--- src/rtl/emcd_pkg.sv ---
// shared constants, payload types and constant dividers for the epoch to civil date converter
package emcd_pkg;

  // field widths
  localparam int MS_W     = 44;
  localparam int TDATA_W  = 48;
  localparam int YEAR_W   = 12;
  localparam int MONTH_W  = 4;
  localparam int DAY_W    = 5;
  localparam int HOUR_W   = 5;
  localparam int MIN_W    = 6;
  localparam int SEC_W    = 6;
  localparam int MSEC_W   = 10;

  // millisecond divider slices the count into chunks, one per stage
  localparam int CHUNK_W   = 11;
  localparam int MS_STAGES = MS_W / CHUNK_W;
  localparam int SECS_W    = 35;
  localparam int DAYS_W    = 18;
  localparam int DNUM_W    = 20;
  localparam int DOE_W     = 18;
  localparam int YOE_W     = 9;
  localparam int DOY_W     = 9;
  localparam int ERA_W     = 3;
  localparam int MP_W      = 4;

  // calendar constants
  localparam int D_MS        = 1000;
  localparam int D_675       = 675;
  localparam int D_225       = 225;
  localparam int D_15        = 15;
  localparam int D_YEAR      = 365;
  localparam int D_153       = 153;
  localparam int ERA_DAYS    = 146097;
  localparam int CENT_DAYS   = 36524;
  localparam int ERA_YEARS   = 400;
  localparam int EPOCH_SHIFT = 719468;

  // reciprocals: floor(2^sh / d), sh chosen above the input width
  localparam int SH_1000 = 31;
  localparam int SH_675  = 29;
  localparam int SH_225  = 16;
  localparam int SH_15   = 16;
  localparam int SH_ERA  = 32;
  localparam int SH_365  = 27;
  localparam int SH_153  = 16;
  localparam logic [21:0] RCP_1000 = 22'((64'd1 << SH_1000) / 64'd1000);
  localparam logic [19:0] RCP_675  = 20'((64'd1 << SH_675) / 64'd675);
  localparam logic [8:0]  RCP_225  = 9'((64'd1 << SH_225) / 64'd225);
  localparam logic [12:0] RCP_15   = 13'((64'd1 << SH_15) / 64'd15);
  localparam logic [14:0] RCP_ERA  = 15'((64'd1 << SH_ERA) / 64'd146097);
  localparam logic [18:0] RCP_365  = 19'((64'd1 << SH_365) / 64'd365);
  localparam logic [8:0]  RCP_153  = 9'((64'd1 << SH_153) / 64'd153);

  typedef struct packed {
    logic [SECS_W-1:0] secs;
    logic [MSEC_W-1:0] msec;
  } msec_split_t;

  typedef struct packed {
    logic [HOUR_W-1:0] hour;
    logic [MIN_W-1:0]  minute;
    logic [SEC_W-1:0]  second;
    logic [MSEC_W-1:0] millisecond;
  } tod_t;

  typedef struct packed {
    logic [DAYS_W-1:0] days;
    tod_t              tod;
  } day_tod_t;

  typedef struct packed {
    logic [YEAR_W-1:0]  year;
    logic [MONTH_W-1:0] month;
    logic [DAY_W-1:0]   day;
    tod_t               tod;
  } civil_t;

  // each divider: estimate by reciprocal, estimate is exact or one low, one fixup step
  function automatic void div1000(input logic [20:0] v, output logic [10:0] q,
                                  output logic [9:0] r);
    logic [42:0] prod;
    logic [10:0] q0;
    logic [20:0] r0;
    prod = 43'(v) * 43'(RCP_1000);
    q0   = 11'(prod >> SH_1000);
    r0   = v - 21'(q0) * 21'(D_MS);
    if (r0 >= 21'(D_MS)) begin
      q = q0 + 11'd1;
      r = 10'(r0 - 21'(D_MS));
    end else begin
      q = q0;
      r = 10'(r0);
    end
  endfunction

  function automatic void div675(input logic [27:0] v, output logic [18:0] q,
                                 output logic [9:0] r);
    logic [47:0] prod;
    logic [18:0] q0;
    logic [27:0] r0;
    prod = 48'(v) * 48'(RCP_675);
    q0   = 19'(prod >> SH_675);
    r0   = v - 28'(q0) * 28'(D_675);
    if (r0 >= 28'(D_675)) begin
      q = q0 + 19'd1;
      r = 10'(r0 - 28'(D_675));
    end else begin
      q = q0;
      r = 10'(r0);
    end
  endfunction

  function automatic void div225(input logic [12:0] v, output logic [5:0] q,
                                 output logic [7:0] r);
    logic [21:0] prod;
    logic [5:0]  q0;
    logic [12:0] r0;
    prod = 22'(v) * 22'(RCP_225);
    q0   = 6'(prod >> SH_225);
    r0   = v - 13'(q0) * 13'(D_225);
    if (r0 >= 13'(D_225)) begin
      q = q0 + 6'd1;
      r = 8'(r0 - 13'(D_225));
    end else begin
      q = q0;
      r = 8'(r0);
    end
  endfunction

  function automatic void div15(input logic [9:0] v, output logic [6:0] q,
                                output logic [3:0] r);
    logic [22:0] prod;
    logic [6:0]  q0;
    logic [9:0]  r0;
    prod = 23'(v) * 23'(RCP_15);
    q0   = 7'(prod >> SH_15);
    r0   = v - 10'(q0) * 10'(D_15);
    if (r0 >= 10'(D_15)) begin
      q = q0 + 7'd1;
      r = 4'(r0 - 10'(D_15));
    end else begin
      q = q0;
      r = 4'(r0);
    end
  endfunction

  function automatic void div_era(input logic [DNUM_W-1:0] v, output logic [ERA_W-1:0] q,
                                  output logic [DOE_W-1:0] r);
    logic [34:0]       prod;
    logic [ERA_W-1:0]  q0;
    logic [DNUM_W-1:0] r0;
    prod = 35'(v) * 35'(RCP_ERA);
    q0   = ERA_W'(prod >> SH_ERA);
    r0   = v - DNUM_W'(q0) * DNUM_W'(ERA_DAYS);
    if (r0 >= DNUM_W'(ERA_DAYS)) begin
      q = q0 + ERA_W'(1);
      r = DOE_W'(r0 - DNUM_W'(ERA_DAYS));
    end else begin
      q = q0;
      r = DOE_W'(r0);
    end
  endfunction

  function automatic logic [9:0] div365(input logic [17:0] v);
    logic [36:0] prod;
    logic [9:0]  q0;
    logic [17:0] r0;
    prod = 37'(v) * 37'(RCP_365);
    q0   = 10'(prod >> SH_365);
    r0   = v - 18'(q0) * 18'(D_YEAR);
    return (r0 >= 18'(D_YEAR)) ? q0 + 10'd1 : q0;
  endfunction

  function automatic logic [MP_W-1:0] div153(input logic [10:0] v);
    logic [19:0]     prod;
    logic [MP_W-1:0] q0;
    logic [10:0]     r0;
    prod = 20'(v) * 20'(RCP_153);
    q0   = MP_W'(prod >> SH_153);
    r0   = v - 11'(q0) * 11'(D_153);
    return (r0 >= 11'(D_153)) ? q0 + MP_W'(1) : q0;
  endfunction

  // first day of each month in the march-based year, (153*mp+2)/5
  function automatic logic [DOY_W-1:0] month_start(input logic [MP_W-1:0] mp);
    logic [DOY_W-1:0] s;
    unique case (mp)
      4'd0:    s = 9'd0;
      4'd1:    s = 9'd31;
      4'd2:    s = 9'd61;
      4'd3:    s = 9'd92;
      4'd4:    s = 9'd122;
      4'd5:    s = 9'd153;
      4'd6:    s = 9'd184;
      4'd7:    s = 9'd214;
      4'd8:    s = 9'd245;
      4'd9:    s = 9'd275;
      4'd10:   s = 9'd306;
      4'd11:   s = 9'd337;
      default: s = 9'd0;
    endcase
    return s;
  endfunction

endpackage

--- src/rtl/emcd_msec_div.sv ---
// chunked pipelined divide of the millisecond count by 1000
module emcd_msec_div import emcd_pkg::*; (
  input  logic            clk,
  input  logic            rst,
  input  logic            in_valid,
  output logic            in_ready,
  input  logic [MS_W-1:0] in_ms,
  output logic            out_valid,
  input  logic            out_ready,
  output msec_split_t     out_data
);

  logic [MS_STAGES-1:0] vld;
  logic [MS_STAGES-1:0] en;
  logic [MS_STAGES-1:0] vin;
  logic [MS_W-1:0]      src      [MS_STAGES];
  logic [MS_W-1:0]      quo      [MS_STAGES];
  logic [MSEC_W-1:0]    rem      [MS_STAGES];
  logic [MS_W-1:0]      src_in   [MS_STAGES];
  logic [MS_W-1:0]      quo_in   [MS_STAGES];
  logic [MSEC_W-1:0]    rem_in   [MS_STAGES];
  logic [CHUNK_W-1:0]   qd       [MS_STAGES];
  logic [MSEC_W-1:0]    rd       [MS_STAGES];
  logic [MS_W-1:0]      src_next [MS_STAGES];
  logic [MS_W-1:0]      quo_next [MS_STAGES];

  // a stage moves when it is empty or the one after it moves
  always_comb begin
    en[MS_STAGES-1] = !vld[MS_STAGES-1] || out_ready;
    for (int s = MS_STAGES - 2; s >= 0; s--) begin
      en[s] = !vld[s] || en[s+1];
    end
  end

  always_comb begin
    vin[0]    = in_valid;
    src_in[0] = in_ms;
    quo_in[0] = '0;
    rem_in[0] = '0;
    for (int s = 1; s < MS_STAGES; s++) begin
      vin[s]    = vld[s-1];
      src_in[s] = src[s-1];
      quo_in[s] = quo[s-1];
      rem_in[s] = rem[s-1];
    end
    // long division by 1000, one chunk of the count per stage, msb chunk first
    for (int s = 0; s < MS_STAGES; s++) begin
      div1000({rem_in[s], src_in[s][MS_W-1 -: CHUNK_W]}, qd[s], rd[s]);
      src_next[s] = src_in[s] << CHUNK_W;
      quo_next[s] = {quo_in[s][MS_W-CHUNK_W-1:0], qd[s]};
    end
  end

  always_ff @(posedge clk) begin
    if (rst) begin
      vld <= '0;
    end else begin
      for (int s = 0; s < MS_STAGES; s++) begin
        if (en[s]) begin
          vld[s] <= vin[s];
        end
      end
    end
  end

  always_ff @(posedge clk) begin
    for (int s = 0; s < MS_STAGES; s++) begin
      if (en[s]) begin
        src[s] <= src_next[s];
        quo[s] <= quo_next[s];
        rem[s] <= rd[s];
      end
    end
  end

  assign in_ready       = en[0];
  assign out_valid      = vld[MS_STAGES-1];
  assign out_data.secs  = quo[MS_STAGES-1][SECS_W-1:0];
  assign out_data.msec  = rem[MS_STAGES-1];

endmodule

--- config.mk ---
export PLATFORM = sky130hd
export DESIGN_NAME = emcd_msec_div
export DESIGN_NICKNAME = d
export VERILOG_FILES = /design/src/rtl/emcd_pkg.sv /design/src/rtl/emcd_msec_div.sv
export SDC_FILE = /design/constraint.sdc
export NUM_CORES = 2
export LEC_CHECK = 0
export BUFFER_PORTS_ARGS = -buffer_cell sky130_fd_sc_hd__buf_4
export CAP_MARGIN = 20
export CORE_ASPECT_RATIO = 0.75
export CORE_MARGIN = 2
export CORE_UTILIZATION = 54
export DETAILED_ROUTE_END_ITERATION = 10
export HOLD_SLACK_MARGIN = 0.03
export PLACE_DENSITY = 0.79
export SYNTH_ARGS = -nofsm -noshare
export SYNTH_HDL_FRONTEND = slang
export SYNTH_SLANG_ARGS = --single-unit
--- constraint.sdc ---
create_clock -name clk -period 26.6 [get_ports clk]
set_clock_uncertainty 0.1 [all_clocks]
set_input_delay 2.66 -clock clk [delete_from_list [all_inputs] [get_ports clk]]
set_output_delay 2.66 -clock clk [all_outputs]
set_load 0.1 [all_outputs]
== After elaboration in Yosys (flattened, before gate mapping) ==
Memories as Yosys holds them, arrays and structs flattened.
Index checks and enable logic that the tools add are counted.
Word-level totals
  register bits after elaboration: 4
  RAM bits: 348
  input bits: 48
  output and inout port bits: 47
  word-level logic and storage cells: 55
  memories: 3
Cells by class
  $add $sub $neg: 12
  multiply operators: 8
  $lt $le $gt $ge: 4
  multiplexer cells: 16
  reduce and logical (&&, ||, !) cells: 8
Memories
  quo: words 4, bits a word 44, read ports 4, clocked after Yosys merged registers in 0, wr ports 4, line emcd_msec_div.sv:17  | logic [MS_W-1:0] quo [MS_STAGES];
  src: words 4, bits a word 33, read ports 3, clocked after Yosys merged registers in 0, wr ports 4, line emcd_msec_div.sv:16  | logic [MS_W-1:0] src [MS_STAGES];
  rem: words 4, bits a word 10, read ports 4, clocked after Yosys merged registers in 0, wr ports 4, line emcd_msec_div.sv:18  | logic [MSEC_W-1:0] rem [MS_STAGES];
Operators with widths (count)
  multiplier 21 x 22 -> 42 bit (second input constant): 3
  greater-or-equal comparator 21 x 10 -> 1 bit (second input constant): 4
  subtractor 21 bit: 3
  multiplier 11 x 7 -> 18 bit (second input constant): 3
  2-to-1 mux 10 bit: 4
  adder 11 x 1 -> 11 bit (second input constant): 3
  multiplier 11 x 22 -> 33 bit (second input constant): 1
  2-to-1 mux 11 bit: 3
  subtractor 10 bit (second input constant): 3
  subtractor 11 x 12 -> 13 bit: 1
  subtractor 10 x 6 -> 10 bit (second input constant): 1
  multiplier 2 x 7 -> 9 bit (second input constant): 1
  2-to-1 mux 1 bit: 8
  zero test 1 bit: 4
  logical OR 1 bit: 4
  adder 2 x 1 -> 3 bit (second input constant): 1
  2-to-1 mux 3 bit: 1

== Depth between registers and ports, before layout ==
  word-level depth: 7
  gate-level depth with buffers: 58

== Least setup slack after synthesis ==
Ideal clock, no wire load.
  path type: register to register
  from: mem rem[2][3]
  to: mem quo[3][1], data pin
  arrival time: 12.494 ns
  required time: 26.238 ns
  path slack: 13.744 ns
  cell stages (with the launch flop): 51
  period minus slack after synthesis: 12.856 ns
  cell sequence: edfxtp_1 -> ha_1 -> fa_1 -> inv_1 -> ha_1 -> fa_1 -> inv_1 -> fa_1 -> inv_1 -> fa_1 -> inv_1 -> fa_1 -> inv_1 -> ha_1 -> nand4_1 -> o221ai_2 -> or4_4 -> a211o_4 -> [... 15 more ...] -> and3_1 -> a211oi_1 -> xor2_1 -> ha_1 -> and2_1 -> nand3_1 -> nor2_1 -> a21o_1 -> a221o_1 -> nand3b_1 -> xnor2_1 -> o211a_1 -> nand4_1 -> nor4_2 -> and4_1 -> buf_6 -> buf_6 -> mux2_1
RTL lines (line)
  start, declared: emcd_msec_div.sv:18
  end, declared: emcd_msec_div.sv:17

==> run_results.csv <==
group,metric,value,unit
floorplan,start_util,0.544,
final_layout,fin_area,39400,um^2
run,drv_cap,0,
routing,drt_iter0_drc,1751,
setup_path,required,26.74,ns
logic_synthesis,yosysTopAreaCell,"ha_1",
final_layout,final_common_cell,"inv_1",
final_layout,nFillCells,5662,
logic_synthesis,synth_top_family_by_area,"adder cells",
cts,root_buffer,"clkbuf_16",
floorplan,die_w,306,um
cts,htreeDepth,4,
floorplan,row_count,83,
routing,routedWlPerCell,17.8,um
placed_design,gp_congestion,0.959,
logic_synthesis,synth_xor_area_frac,0.0430,
placed_design,io_buffers,94,
cts,path_clk_slew,0.07,ns
setup_path,slowest_stage,"and4_1",
setup_path,cpMostUsedCell,"inv_1",
setup_path,path_class,"flop to flop",
floorplan,dieArea,70700,um^2
cts,cts_setup_buffers,0,
logic_synthesis,synth_area_leaders,"ha_1, fa_1, edfxtp_1",
logic_synthesis,ys_warn_count,0,
logic_synthesis,synth_top_area_frac,0.316,
cts,cts_buffer_depth,2,
global_route,grt_pass1_vias,25966,
cts,cts_hold_buf,0,
placed_design,hpwlAfterDp,70.5,mm
final_layout,antenna_cells,0,
setup_path,cpPeakStageDelay,0.86,ns
timing,period_needed,14.70,ns
logic_synthesis,synth_compound_area_frac,0.0835,
timing,fin_crit_sh,0.552,
floorplan,boundaryPins,95,
logic_synthesis,async_reset_ff_frac,0,
routing,ant_nets,0,
final_layout,utilization,0.579,
timing,rsz0062_at_grt,"false",
final_layout,nets,5158,
cts,worstSkewPairLatency,0.50,ns
cts,clock-sinks,184,
logic_synthesis,synthMuxAreaShare,0.00307,
logic_synthesis,synth_ff_type,"edfxtp_1",
outcome,status,"complete, no violations",
setup_path,arrival,14.83,ns
timing,hold_viol,0,
timing,timing.hold.ws,0.321,ns
global_route,antenna_found_initial,1,
routing,drc_errors,0,
logic_synthesis,yosys.area_share.adder,0.561,
logic_synthesis,synth_simple_gate_area_share,0.0619,
logic_synthesis,synth_edf_count,180,
floorplan,core_area,68100,um^2
final_layout,layout-drive-gt1-share,0.0519,
setup_path,end_kind,"flop",
logic_synthesis,postSynthCellCount,3626,
cts,numCtsBuffers,17,
global_route,grt_use_total,0.244,
routing,wirelength,82.4,mm
logic_synthesis,mappedNetlistArea,37000,um^2
logic_synthesis,synth_area_per_cell,10.2,um^2
global_route,grt_max_degree,47,
logic_synthesis,synth.net_count,5062,
timing,worst_slew_pin_slew,1.13,ns
routing,drt_first_pass_iters,5,
setup_path,critPathLaunchType,"flop",
timing,drv_slew,0,
timing,fmax,0.0680,GHz
logic_synthesis,synth-seq-area-share,0.148,
timing,setup_violations,0,
worst_hold_path,hold_class,"flop to flop",
final_layout,most-common-layout-cells,"inv_1, ha_1, fa_1, edfxtp_1, a21oi_1",
timing,fin_tns_setup,0,ns
placed_design,placed_area,38800,um^2
logic_synthesis,synth_seq_cells,184,
logic_synthesis,synth_cell_type_count,101,
timing,slew_headroom,0.249,
routing,viasPerCell,5.46,
global_route,grt_pass1_wl,136,mm
setup_path,cp_max_fo,16,
global_route,gr-total-overflow,0,
cts,cts.repair.resized,0,
routing,vias,25253,
cts,tritoncts,"done",
final_layout,area_delta_synth_final,6.50,%
floorplan,die_h,231,um
area by class of cell:
cell class	instances	area, um^2	share of cell area
Tap cell	892	1120	0.0283
Clock buffer	17	425	0.0108
Sequential cell	184	5490	0.139
Clock inverter	15	195	0.00495
Timing Repair Buffer	107	816	0.0207
Multi-Input combinational cell	2473	27900	0.707
Inverter	939	3520	0.0894
registers in the layout, indices dropped and copies added, names as in the netlist:
| register | cells |
|---|---|
| rem | 40 |
| src | 66 |
| vld | 4 |
| quo | 74 |
path summary, 6_finish.rpt:
kind | slack [ns] | endpoint | startpoint | cells after the start
min | 0.32 | quo[3][22] | quo[2][11] | 0
max | 11.90 | rem[3][8] | rem[2][2] | 50
max reg2reg | 11.90 | rem[3][8] | rem[2][2] | 50
min reg2reg | 0.32 | quo[3][22] | quo[2][11] | 0
critical path: cells and delay by family (launching register included):
kind	cells	cell delay (ns)
AOI/OAI and AO/OA	10	2.38
xor gates and xnor gates	4	1.10
adders and majority gates	14	6.35
DFF	1	0.59
and+or+nand+nor	11	3.08
buffers and inverters	11	0.83
per-stage QoR:
stage | setup WS [ns] | std cells
after floorplan | 13.74 | 3626
after global placement | 12.25 | 4594
after detailed placement | 12.02 | 4594
after CTS | 11.98 | 4626
after global routing | 11.26 | 4627
final | 11.90 | 4627
metal layers:
metal,routed length (um),vias up,GRT usage
li1,-,12185,-
met1,38600,12341,0.352
met2,37300,653,0.389
met3,5300,72,0.0405
met4,1240,2,0.0495
met5,13,-,0
Yosys cell counts (11+ instances only):
cell type / count
inv_1: 937
ha_1: 934
fa_1: 454
edfxtp_1: 180
a21oi_1: 124
nor2_1: 114
xnor2_1: 111
nand2_1: 98
a21o_1: 72
o21ai_0: 66
xor2_1: 61
nand3_1: 54
nor3_1: 33
o21bai_1: 29
nand4_1: 25
clkbuf_1: 22
nor2b_1: 21
a31oi_1: 19
and3_1: 18
nand2b_1: 15
a211oi_1: 12
o21a_1: 12
and2_1: 11
cells by family after synthesis:
| group | after synthesis |
|---|---|
| AOI/OAI and AO/OA | 452 |
| adders and majority gates | 1389 |
| and+or+nand+nor | 445 |
| buffers and inverters | 969 |
| DFF | 184 |
| muxes | 11 |
| xor gates and xnor gates | 176 |
Power is not shown: default switching activity piles up to over one toggle a cycle in this logic, so the estimate is an artifact.
