`config.mk`:
```
export PLATFORM = sky130hd
export DESIGN_NAME = emcd_civil
export DESIGN_NICKNAME = d
export VERILOG_FILES = /design/src/rtl/emcd_pkg.sv /design/src/rtl/emcd_civil.sv
export SDC_FILE = /design/constraint.sdc
export NUM_CORES = 2
export LEC_CHECK = 0
export BUFFER_PORTS_ARGS = -buffer_cell sky130_fd_sc_hd__buf_2
export CAP_MARGIN = 0
export CORE_ASPECT_RATIO = 1.4
export CORE_MARGIN = 2
export CORE_UTILIZATION = 55
export DETAILED_ROUTE_END_ITERATION = 10
export PLACE_DENSITY = 0.72
export REMOVE_ABC_BUFFERS = 1
export SLEW_MARGIN = 40
export SYNTH_ARGS = -nofsm -noshare
export SYNTH_HDL_FRONTEND = slang
export SYNTH_SLANG_ARGS = --single-unit
export TNS_END_PERCENT = 30
```
`constraint.sdc`:
```
create_clock -name clk -period 14.5 [get_ports clk]
set_input_delay 2.9 -clock clk [delete_from_list [all_inputs] [get_ports clk]]
set_output_delay 2.9 -clock clk [all_outputs]
set_load 0.03 [all_outputs]
```
`src/rtl/emcd_pkg.sv`:
```
// shared constants, payload types and constant dividers for the epoch to civil date converter
package emcd_pkg;

  // field widths
  localparam int MS_W     = 44;
  localparam int TDATA_W  = 48;
  localparam int YEAR_W   = 12;
  localparam int MONTH_W  = 4;
  localparam int DAY_W    = 5;
  localparam int HOUR_W   = 5;
  localparam int MIN_W    = 6;
  localparam int SEC_W    = 6;
  localparam int MSEC_W   = 10;

  // millisecond divider slices the count into chunks, one per stage
  localparam int CHUNK_W   = 11;
  localparam int MS_STAGES = MS_W / CHUNK_W;
  localparam int SECS_W    = 35;
  localparam int DAYS_W    = 18;
  localparam int DNUM_W    = 20;
  localparam int DOE_W     = 18;
  localparam int YOE_W     = 9;
  localparam int DOY_W     = 9;
  localparam int ERA_W     = 3;
  localparam int MP_W      = 4;

  // calendar constants
  localparam int D_MS        = 1000;
  localparam int D_675       = 675;
  localparam int D_225       = 225;
  localparam int D_15        = 15;
  localparam int D_YEAR      = 365;
  localparam int D_153       = 153;
  localparam int ERA_DAYS    = 146097;
  localparam int CENT_DAYS   = 36524;
  localparam int ERA_YEARS   = 400;
  localparam int EPOCH_SHIFT = 719468;

  // reciprocals: floor(2^sh / d), sh chosen above the input width
  localparam int SH_1000 = 31;
  localparam int SH_675  = 29;
  localparam int SH_225  = 16;
  localparam int SH_15   = 16;
  localparam int SH_ERA  = 32;
  localparam int SH_365  = 27;
  localparam int SH_153  = 16;
  localparam logic [21:0] RCP_1000 = 22'((64'd1 << SH_1000) / 64'd1000);
  localparam logic [19:0] RCP_675  = 20'((64'd1 << SH_675) / 64'd675);
  localparam logic [8:0]  RCP_225  = 9'((64'd1 << SH_225) / 64'd225);
  localparam logic [12:0] RCP_15   = 13'((64'd1 << SH_15) / 64'd15);
  localparam logic [14:0] RCP_ERA  = 15'((64'd1 << SH_ERA) / 64'd146097);
  localparam logic [18:0] RCP_365  = 19'((64'd1 << SH_365) / 64'd365);
  localparam logic [8:0]  RCP_153  = 9'((64'd1 << SH_153) / 64'd153);

  typedef struct packed {
    logic [SECS_W-1:0] secs;
    logic [MSEC_W-1:0] msec;
  } msec_split_t;

  typedef struct packed {
    logic [HOUR_W-1:0] hour;
    logic [MIN_W-1:0]  minute;
    logic [SEC_W-1:0]  second;
    logic [MSEC_W-1:0] millisecond;
  } tod_t;

  typedef struct packed {
    logic [DAYS_W-1:0] days;
    tod_t              tod;
  } day_tod_t;

  typedef struct packed {
    logic [YEAR_W-1:0]  year;
    logic [MONTH_W-1:0] month;
    logic [DAY_W-1:0]   day;
    tod_t               tod;
  } civil_t;

  // each divider: estimate by reciprocal, estimate is exact or one low, one fixup step
  function automatic void div1000(input logic [20:0] v, output logic [10:0] q,
                                  output logic [9:0] r);
    logic [42:0] prod;
    logic [10:0] q0;
    logic [20:0] r0;
    prod = 43'(v) * 43'(RCP_1000);
    q0   = 11'(prod >> SH_1000);
    r0   = v - 21'(q0) * 21'(D_MS);
    if (r0 >= 21'(D_MS)) begin
      q = q0 + 11'd1;
      r = 10'(r0 - 21'(D_MS));
    end else begin
      q = q0;
      r = 10'(r0);
    end
  endfunction

  function automatic void div675(input logic [27:0] v, output logic [18:0] q,
                                 output logic [9:0] r);
    logic [47:0] prod;
    logic [18:0] q0;
    logic [27:0] r0;
    prod = 48'(v) * 48'(RCP_675);
    q0   = 19'(prod >> SH_675);
    r0   = v - 28'(q0) * 28'(D_675);
    if (r0 >= 28'(D_675)) begin
      q = q0 + 19'd1;
      r = 10'(r0 - 28'(D_675));
    end else begin
      q = q0;
      r = 10'(r0);
    end
  endfunction

  function automatic void div225(input logic [12:0] v, output logic [5:0] q,
                                 output logic [7:0] r);
    logic [21:0] prod;
    logic [5:0]  q0;
    logic [12:0] r0;
    prod = 22'(v) * 22'(RCP_225);
    q0   = 6'(prod >> SH_225);
    r0   = v - 13'(q0) * 13'(D_225);
    if (r0 >= 13'(D_225)) begin
      q = q0 + 6'd1;
      r = 8'(r0 - 13'(D_225));
    end else begin
      q = q0;
      r = 8'(r0);
    end
  endfunction

  function automatic void div15(input logic [9:0] v, output logic [6:0] q,
                                output logic [3:0] r);
    logic [22:0] prod;
    logic [6:0]  q0;
    logic [9:0]  r0;
    prod = 23'(v) * 23'(RCP_15);
    q0   = 7'(prod >> SH_15);
    r0   = v - 10'(q0) * 10'(D_15);
    if (r0 >= 10'(D_15)) begin
      q = q0 + 7'd1;
      r = 4'(r0 - 10'(D_15));
    end else begin
      q = q0;
      r = 4'(r0);
    end
  endfunction

  function automatic void div_era(input logic [DNUM_W-1:0] v, output logic [ERA_W-1:0] q,
                                  output logic [DOE_W-1:0] r);
    logic [34:0]       prod;
    logic [ERA_W-1:0]  q0;
    logic [DNUM_W-1:0] r0;
    prod = 35'(v) * 35'(RCP_ERA);
    q0   = ERA_W'(prod >> SH_ERA);
    r0   = v - DNUM_W'(q0) * DNUM_W'(ERA_DAYS);
    if (r0 >= DNUM_W'(ERA_DAYS)) begin
      q = q0 + ERA_W'(1);
      r = DOE_W'(r0 - DNUM_W'(ERA_DAYS));
    end else begin
      q = q0;
      r = DOE_W'(r0);
    end
  endfunction

  function automatic logic [9:0] div365(input logic [17:0] v);
    logic [36:0] prod;
    logic [9:0]  q0;
    logic [17:0] r0;
    prod = 37'(v) * 37'(RCP_365);
    q0   = 10'(prod >> SH_365);
    r0   = v - 18'(q0) * 18'(D_YEAR);
    return (r0 >= 18'(D_YEAR)) ? q0 + 10'd1 : q0;
  endfunction

  function automatic logic [MP_W-1:0] div153(input logic [10:0] v);
    logic [19:0]     prod;
    logic [MP_W-1:0] q0;
    logic [10:0]     r0;
    prod = 20'(v) * 20'(RCP_153);
    q0   = MP_W'(prod >> SH_153);
    r0   = v - 11'(q0) * 11'(D_153);
    return (r0 >= 11'(D_153)) ? q0 + MP_W'(1) : q0;
  endfunction

  // first day of each month in the march-based year, (153*mp+2)/5
  function automatic logic [DOY_W-1:0] month_start(input logic [MP_W-1:0] mp);
    logic [DOY_W-1:0] s;
    unique case (mp)
      4'd0:    s = 9'd0;
      4'd1:    s = 9'd31;
      4'd2:    s = 9'd61;
      4'd3:    s = 9'd92;
      4'd4:    s = 9'd122;
      4'd5:    s = 9'd153;
      4'd6:    s = 9'd184;
      4'd7:    s = 9'd214;
      4'd8:    s = 9'd245;
      4'd9:    s = 9'd275;
      4'd10:   s = 9'd306;
      4'd11:   s = 9'd337;
      default: s = 9'd0;
    endcase
    return s;
  endfunction

endpackage

```
`src/rtl/emcd_civil.sv`:
```
// day count to proleptic gregorian year, month and day of month
module emcd_civil import emcd_pkg::*; (
  input  logic     clk,
  input  logic     rst,
  input  logic     in_valid,
  output logic     in_ready,
  input  day_tod_t in_data,
  output logic     out_valid,
  input  logic     out_ready,
  output civil_t   out_data
);

  localparam int NS = 7;

  logic [NS-1:0]      vld;
  logic [NS-1:0]      en;

  logic [DNUM_W-1:0]  c0_d;
  tod_t               c0_tod;
  logic [ERA_W-1:0]   c1_era;
  logic [DOE_W-1:0]   c1_doe;
  tod_t               c1_tod;
  logic [DOE_W-1:0]   c2_n;
  logic [DOE_W-1:0]   c2_doe;
  logic [ERA_W-1:0]   c2_era;
  tod_t               c2_tod;
  logic [YOE_W-1:0]   c3_yoe;
  logic [DOE_W-1:0]   c3_doe;
  logic [ERA_W-1:0]   c3_era;
  tod_t               c3_tod;
  logic [DOY_W-1:0]   c4_doy;
  logic [YEAR_W-1:0]  c4_ybase;
  tod_t               c4_tod;
  logic [MP_W-1:0]    c5_mp;
  logic [DOY_W-1:0]   c5_doy;
  logic [YEAR_W-1:0]  c5_ybase;
  tod_t               c5_tod;
  civil_t             c6;

  logic [ERA_W-1:0]   era_q;
  logic [DOE_W-1:0]   doe_r;
  logic [9:0]         quad_q;
  logic [2:0]         cent;
  logic               last_day;
  logic [9:0]         yoe_q;
  logic [1:0]         c100;
  logic [MONTH_W-1:0] mon;

  always_comb begin
    en[NS-1] = !vld[NS-1] || out_ready;
    for (int s = NS - 2; s >= 0; s--) begin
      en[s] = !vld[s] || en[s+1];
    end
  end

  always_comb begin
    div_era(c0_d, era_q, doe_r);
    // doe/1460 taken as (doe/4)/365
    quad_q   = div365({2'b00, c1_doe[DOE_W-1:2]});
    cent     = 3'(c1_doe >= DOE_W'(CENT_DAYS)) + 3'(c1_doe >= DOE_W'(2 * CENT_DAYS))
             + 3'(c1_doe >= DOE_W'(3 * CENT_DAYS)) + 3'(c1_doe >= DOE_W'(4 * CENT_DAYS));
    last_day = (c1_doe == DOE_W'(ERA_DAYS - 1));
    yoe_q    = div365(c2_n);
    c100     = 2'(c3_yoe >= YOE_W'(100)) + 2'(c3_yoe >= YOE_W'(200))
             + 2'(c3_yoe >= YOE_W'(300));
    // march-based month index back to january-based month
    mon      = (c5_mp < MP_W'(10)) ? MONTH_W'(c5_mp + MP_W'(3)) : MONTH_W'(c5_mp - MP_W'(9));
  end

  always_ff @(posedge clk) begin
    if (rst) begin
      vld <= '0;
    end else begin
      if (en[0]) begin
        vld[0] <= in_valid;
      end
      for (int s = 1; s < NS; s++) begin
        if (en[s]) begin
          vld[s] <= vld[s-1];
        end
      end
    end
  end

  always_ff @(posedge clk) begin
    if (en[0]) begin
      c0_d   <= DNUM_W'(in_data.days) + DNUM_W'(EPOCH_SHIFT);
      c0_tod <= in_data.tod;
    end
    if (en[1]) begin
      c1_era <= era_q;
      c1_doe <= doe_r;
      c1_tod <= c0_tod;
    end
    if (en[2]) begin
      c2_n   <= c1_doe - DOE_W'(quad_q) + DOE_W'(cent) - DOE_W'(last_day);
      c2_doe <= c1_doe;
      c2_era <= c1_era;
      c2_tod <= c1_tod;
    end
    if (en[3]) begin
      c3_yoe <= yoe_q[YOE_W-1:0];
      c3_doe <= c2_doe;
      c3_era <= c2_era;
      c3_tod <= c2_tod;
    end
    if (en[4]) begin
      c4_doy   <= DOY_W'(c3_doe - (DOE_W'(c3_yoe) * DOE_W'(D_YEAR)
                  + DOE_W'(c3_yoe[YOE_W-1:2]) - DOE_W'(c100)));
      c4_ybase <= YEAR_W'(c3_yoe) + YEAR_W'(c3_era) * YEAR_W'(ERA_YEARS);
      c4_tod   <= c3_tod;
    end
    if (en[5]) begin
      c5_mp    <= div153(11'(c4_doy) * 11'(5) + 11'd2);
      c5_doy   <= c4_doy;
      c5_ybase <= c4_ybase;
      c5_tod   <= c4_tod;
    end
    if (en[6]) begin
      c6.year  <= c5_ybase + YEAR_W'(mon <= MONTH_W'(2));
      c6.month <= mon;
      c6.day   <= DAY_W'(c5_doy - month_start(c5_mp) + DOY_W'(1));
      c6.tod   <= c5_tod;
    end
  end

  assign in_ready  = en[0];
  assign out_valid = vld[NS-1];
  assign out_data  = c6;

endmodule

```
* Yosys cells after proc, flatten, opt, wreduce, memory -nomap -nowiden
Memory sizes are Yosys's and may differ from the RTL's. A register that Yosys moved wholly into a read port is not among the register bits.
Index checks and enable logic that the tools add are counted.
** Word-level totals
- Register bits after elaboration :: 351
- Bits of input ports :: 49
- Memories kept :: 1
- ROM bits :: 144
** Memories
- (name not given) :: words 16, width 9, read ports 1, clocked after memory_dff 1, wr ports 0, line emcd_pkg.sv:188 : unique case (mp)
** Cells by class
- Add/subtract/negate cells :: 28
- Reduce and logical (&&, ||, !) cells :: 14
- Magnitude comparators :: 13
- $mul :: 11
- Mux-type cells :: 8
- Eq/ne operators :: 1
** Operators by type and width (number)
- 18-bit by 19-bit multiplier with 37-bit output (second input constant) :: 1
- 18-bit by 17-bit greater-or-equal comparator with 1-bit output (second input constant) :: 2
- 18-bit by 9-bit greater-or-equal comparator with 1-bit output (second input constant) :: 2
- 16-bit by 19-bit multiplier with 35-bit output (second input constant) :: 1
- 20-bit by 14-bit multiplier with 34-bit output (second input constant) :: 1
- 18-bit by 20-bit adder with 20-bit output (second input constant) :: 1
- 20-bit by 18-bit greater-or-equal comparator with 1-bit output (second input constant) :: 1
- 3-bit by 18-bit multiplier with 20-bit output (second input constant) :: 1
- 20-bit subtractor :: 1
- 18-bit by 3-bit adder with 18-bit output :: 1
- 18-bit == test (second input constant) :: 1
- 18-bit by 16-bit greater-or-equal comparator with 1-bit output (second input constant) :: 1
- 18-bit greater-or-equal comparator (second input constant) :: 1
- 10-bit by 9-bit multiplier with 18-bit output (second input constant) :: 1
- 11-bit by 7-bit multiplier with 18-bit output (second input constant) :: 1
- 18-bit two-way mux :: 1
- 9-bit two-way mux :: 2
- 16-bit by 17-bit subtractor with 18-bit output :: 1
- 18-bit by 1-bit subtractor with 18-bit output :: 1
- 18-bit subtractor :: 1
- 18-bit subtractor (second input constant) :: 1
- 18-bit by 9-bit subtractor with 18-bit output :: 1
- 8-bit by 9-bit multiplier with 17-bit output (second input constant) :: 1
- 12-bit by 1-bit adder with 12-bit output :: 1
- 33 further kinds :: 48

* Longest topological paths before layout
- Word-level depth :: 8
- Gate-level depth with buffers :: 59

* Worst setup path before layout
No wires, ideal clock.
- Path kind :: register to register
- From :: reg c1_doe[5]
- To :: reg c2_n[16], data pin
- Data required time :: 14.242 ns
- Slack :: 0.370 ns
- Clock period less this slack :: 14.130 ns
- Stages on the path, launching flop included :: 55
- Arrival time :: 13.872 ns
- Path through :: edfxtp_1 -> inv_1 -> ha_1 -> ha_1 -> or2_2 -> fa_1 -> inv_1 -> fa_1 -> inv_1 -> fa_1 -> inv_1 -> fa_1 -> inv_1 -> ha_1 -> nand4_1 -> nor4_1 -> o31ai_1 -> a211o_1 -> (+19 left out) -> o311ai_1 -> xnor2_1 -> fa_1 -> fa_1 -> fa_1 -> fa_1 -> a21o_1 -> a21oi_1 -> o21bai_1 -> a21oi_1 -> o21bai_1 -> a21oi_1 -> nor2b_1 -> o21ai_0 -> a21oi_1 -> a211o_1 -> a21oi_1 -> xnor2_1
** Between the ends
- Longest elaborated chain between the ends :: 8
- Elaborated cells on any way between the ends :: 17
- Classes of those cells :: 8 x add/sub; 2 x mul; 5 x order compare; 1 x eq/ne; 1 x mux
** Ends and longest elaborated chain
- start, declared :: line emcd_civil.sv:21 : logic [DOE_W-1:0] c1_doe;
- start signal, assigned :: line emcd_civil.sv:92 : c1_doe <= doe_r;
- 16-bit by 19-bit multiplier with 35-bit output :: line emcd_pkg.sv:169 : prod = 37'(v) * 37'(RCP_365);
- 8-bit by 9-bit multiplier with 17-bit output :: line emcd_pkg.sv:171 : r0 = v - 18'(q0) * 18'(D_YEAR);
- 16-bit by 17-bit subtractor with 18-bit output :: line emcd_pkg.sv:171
- 18-bit by 9-bit greater-or-equal comparator with 1-bit output :: line emcd_pkg.sv:172 : return (r0 >= 18'(D_YEAR)) ? q0 + 10'd1 : q0;
- 9-bit two-way mux :: line emcd_pkg.sv:172
- 18-bit by 9-bit subtractor with 18-bit output :: line emcd_civil.sv:96 : c2_n <= c1_doe - DOE_W'(quad_q) + DOE_W'(cent) - DOE_W'(last_day);
- 18-bit by 3-bit adder with 18-bit output :: line emcd_civil.sv:96
- 18-bit by 1-bit subtractor with 18-bit output * :: line emcd_civil.sv:96
- end signal, assigned :: line emcd_civil.sv:96
- end, declared :: line emcd_civil.sv:23 : logic [DOE_W-1:0] c2_n;
Mark *: on every way between the ends. The rest lies on a longest branch, timed or not.
A chain may end at the register's enable or synchronous reset.

* Worst setup path after layout
- From :: reg c1_doe[7]
- To :: reg c2_n[16], data pin
The elaborated chain is that of the path after synthesis.

==> impl_metrics.csv <==
group,metric,value,unit
detailed_routing,dr.pass1.iters,5,
setup_path,crit_path_max_fanout,5,
setup_path,max_stage_delay,0.56,ns
logic_synthesis,synthSimpleGateAreaFrac,0.0607,
clocking,cts_buffers,36,
clocking,insertion_delay,0.55,ns
logic_synthesis,synth_adder_area_share,0.475,
grt,top_usage_layer,"met2",
timing,period_share,0.964,
setup_path,crit_path_end_kind,"flip-flop",
logic_synthesis,async_flop_share,0,
layout,seq_area,10500,µm²
grt,gr-usage-all-layers,0.228,
grt,grt_max_degree,49,
hold_path,hp-class,"flip-flop to flip-flop",
timing,drv_slew,0,
logic_synthesis,synth_area_leaders,"edfxtp_1 26%, ha_1 25%, fa_1 23%",
die,die_h,320,µm
setup_path,cpMostUsedCell,"fa_1",
logic_synthesis,synth-xor-area-share,0.0429,
layout,fin_util,0.601,
die,die_area,73600,µm²
logic_synthesis,syn-cell-area,39300,µm²
detailed_routing,routed_wl,81.7,mm
logic_synthesis,ys_types,88,
clocking,cts_max_level,2,
die,die_x,230,µm
placement,place_congestion,0.936,
die,initial_utilization,0.553,
setup_path,worstPathArrival,14.25,ns
logic_synthesis,ys_ff_latch,355,
logic_synthesis,ys_seq_area_frac,0.268,
timing,period_minus_slack,13.97,ns
hold_path,hold_depth,0,
detailed_routing,drc,0,
logic_synthesis,synth.avg_cell_area,11.3,µm²
timing,rsz0062_at_grt,"yes",
timing,max_slew.worst_pin.slew,0.821,ns
grt,grt_pass1_wl,133,mm
logic_synthesis,yosys.area.top_type,"edfxtp_1",
hold_path,min_to,"c3_tod[4]",
grt,grt.met3_usage,0.0169,
grt,grt_antenna_before_repair,0,
logic_synthesis,yosys_warnings,0,
die,ios,99,
timing,max_freq,0.0716,GHz
detailed_routing,drtIter0Drc,1123,
placement,dp_hpwl,68.7,mm
setup_path,crit_required,14.78,ns
logic_synthesis,synth_top_area_frac,0.262,
setup_path,worst_r2r_endpoint,"c2_n[16]",
detailed_routing,avgViaCountPerCell,5.39,
timing,setup_viol,0,
timing,finalHoldViolations,0,
setup_path,worstSetupPathType,"flip-flop to flip-flop",
clocking,clkTransAtPathRegs,0.07,ns
setup_path,cp-start-kind,"flip-flop",
timing,relSlewSlack,0.450,
clocking,ctsHoldBuffers,0,
clocking,cts.path.max_buffers,3,
logic_synthesis,synth_top_family_by_area,"adder cells",
clocking,cts_tree,"done",
placement,numPortBuffers,98,
logic_synthesis,synth_compound_area_frac,0.0703,
logic_synthesis,synth_cells,3473,
detailed_routing,ant_nets,0,
detailed_routing,avgRoutedWirePerCell,17.6,µm
layout,nets,4938,
status,status,"complete, no violations",
layout,fillers,5793,
layout,multi_input_area,26000,µm²
layout,area_growth,8.81,%
clocking,cts.sinks,355,
logic_synthesis,synth_edf_count,343,
detailed_routing,via_count,25000,
timing,finClkSkew,0.0162,ns
setup_path,r2r_start,"c1_doe[7]",
die,rows,116,
layout,drive_above_1_share,0.0824,
setup_path,reg2reg_setup_slack,0.53,ns
clocking,clockRootBuffer,"clkbuf_16",
setup_path,r2r_cells,56,
grt,use_met2,0.436,
hold_path,hp-start,"c2_tod[4]",
logic_synthesis,synth_mux_area_frac,0.00608,
run,max-cap-violations,0,
grt,grtUsageMet1,0.266,
grt,first_global_vias,26300,
grt,overflow,0,
logic_synthesis,synth_flop_cell,"edfxtp_1",
setup_path,crit_slowest_cell,"fa_2",
layout,antennaDiodeCount,0,
die,core,71100,µm²
==> per-stage QoR <==
step	setup slack, ns	cell area, µm²	std cells	hold slack (ns)	setup TNS, ns
3_3_place_gp	0.119	41300	4557	0.400	0
5_1_grt	-0.0416	42800	4633	0.412	-0.0416
4_1_cts	0.00154	42500	4622	0.403	0
3_5_place_dp	-0.122	41400	4557	0.405	-0.154
6_report	0.527	42800	4633	0.407	0
2_1_floorplan	0.370	39200	3458	0.400	0
==> layer usage <==
metal | share of wire | vias up | wire length [µm]
met5 | 0 | - | 0
met4 | 0.037 | 0 | 2990
met3 | 0.026 | 156 | 2130
met2 | 0.55 | 411 | 44700
met1 | 0.39 | 12400 | 32000
li1 | - | 12000 | -
==> placed cells by master (no fill, tap or decap), types with 36 or more instances in the layout <==
cell,Yosys,final
a21oi_1,118,110
buf_2,0,98
buf_4,1,69
clkbuf_16,0,36
edfxtp_1,343,343
fa_1,444,442
ha_1,782,779
inv_1,785,782
nand2_1,93,91
nand3_1,39,38
nor2_1,112,110
o21ai_0,80,75
xnor2_1,127,123
xor2_1,63,60
==> state kept, by name, indices dropped and copies added (netlist names), 19 cells and up, named ones only <==
signal / flops
out_data: 48
c0_tod: 27
c1_tod: 27
c2_tod: 27
c3_tod: 27
c4_tod: 27
c5_tod: 27
c0_d: 19
==> cells by family (layout without fill, tap and decap cells) <==
family / after synthesis / after routing
xor gates and xnor gates: 191 / 191
adders and majority gates: 1226 / 1226
AOI/OAI and AO/OA: 415 / 415
DFF: 355 / 355
buffers and inverters: 801 / 1017
and+or+nand+nor: 463 / 463
muxes: 22 / 22
==> layout make-up <==
| type | instances | area share |
|---|---|---|
| Multi-Input combinational cell | 2317 | 0.608 |
| Sequential cell | 355 | 0.246 |
| Inverter | 786 | 0.0691 |
| Tap cell | 944 | 0.0276 |
| Timing Repair Buffer | 167 | 0.0236 |
| Clock buffer | 46 | 0.0219 |
| Clock inverter | 18 | 0.00363 |
==> cell usage after synthesis, types with 27 or more instances <==
library cell / n
inv_1: 785
ha_1: 782
fa_1: 444
edfxtp_1: 343
xnor2_1: 127
a21oi_1: 118
nor2_1: 112
nand2_1: 93
o21ai_0: 80
xor2_1: 63
nand3_1: 39
a21o_1: 35
nor3_1: 30
nand4_1: 28
nor2b_1: 27
==> how the worst max path moves through the flow <==
stage / startpoint / endpoint / depth (start not counted)
finish: c1_doe[7] / c2_n[16] / 56
global route: c1_doe[7] / c2_n[16] / 56
CTS: c1_doe[7] / c2_n[16] / 53
detailed placement: c1_doe[17] / c2_n[16] / 56
global placement: c1_doe[10] / c2_n[16] / 55
floorplan: c1_doe[5] / c2_n[16] / 54
==> worst max-delay path: cells and delay by family (launching register included) <==
kind	cells	cell delay, ns
compound gates	19	3.19
buf+inv	9	0.67
flops	1	0.48
fa+ha+maj	16	7.47
simple gates	8	1.35
xor+xnor	4	0.54
==> what timing repair did <==
item                                    in CTS  in global routing
endpoints found under the setup margin       2                  9
setup buffers                                1                 11
gates resized for setup                      4                 39
pin swaps                                    0                 19
Power is not shown: default switching activity piles up to over one toggle a cycle in this logic, so the estimate is an artifact.
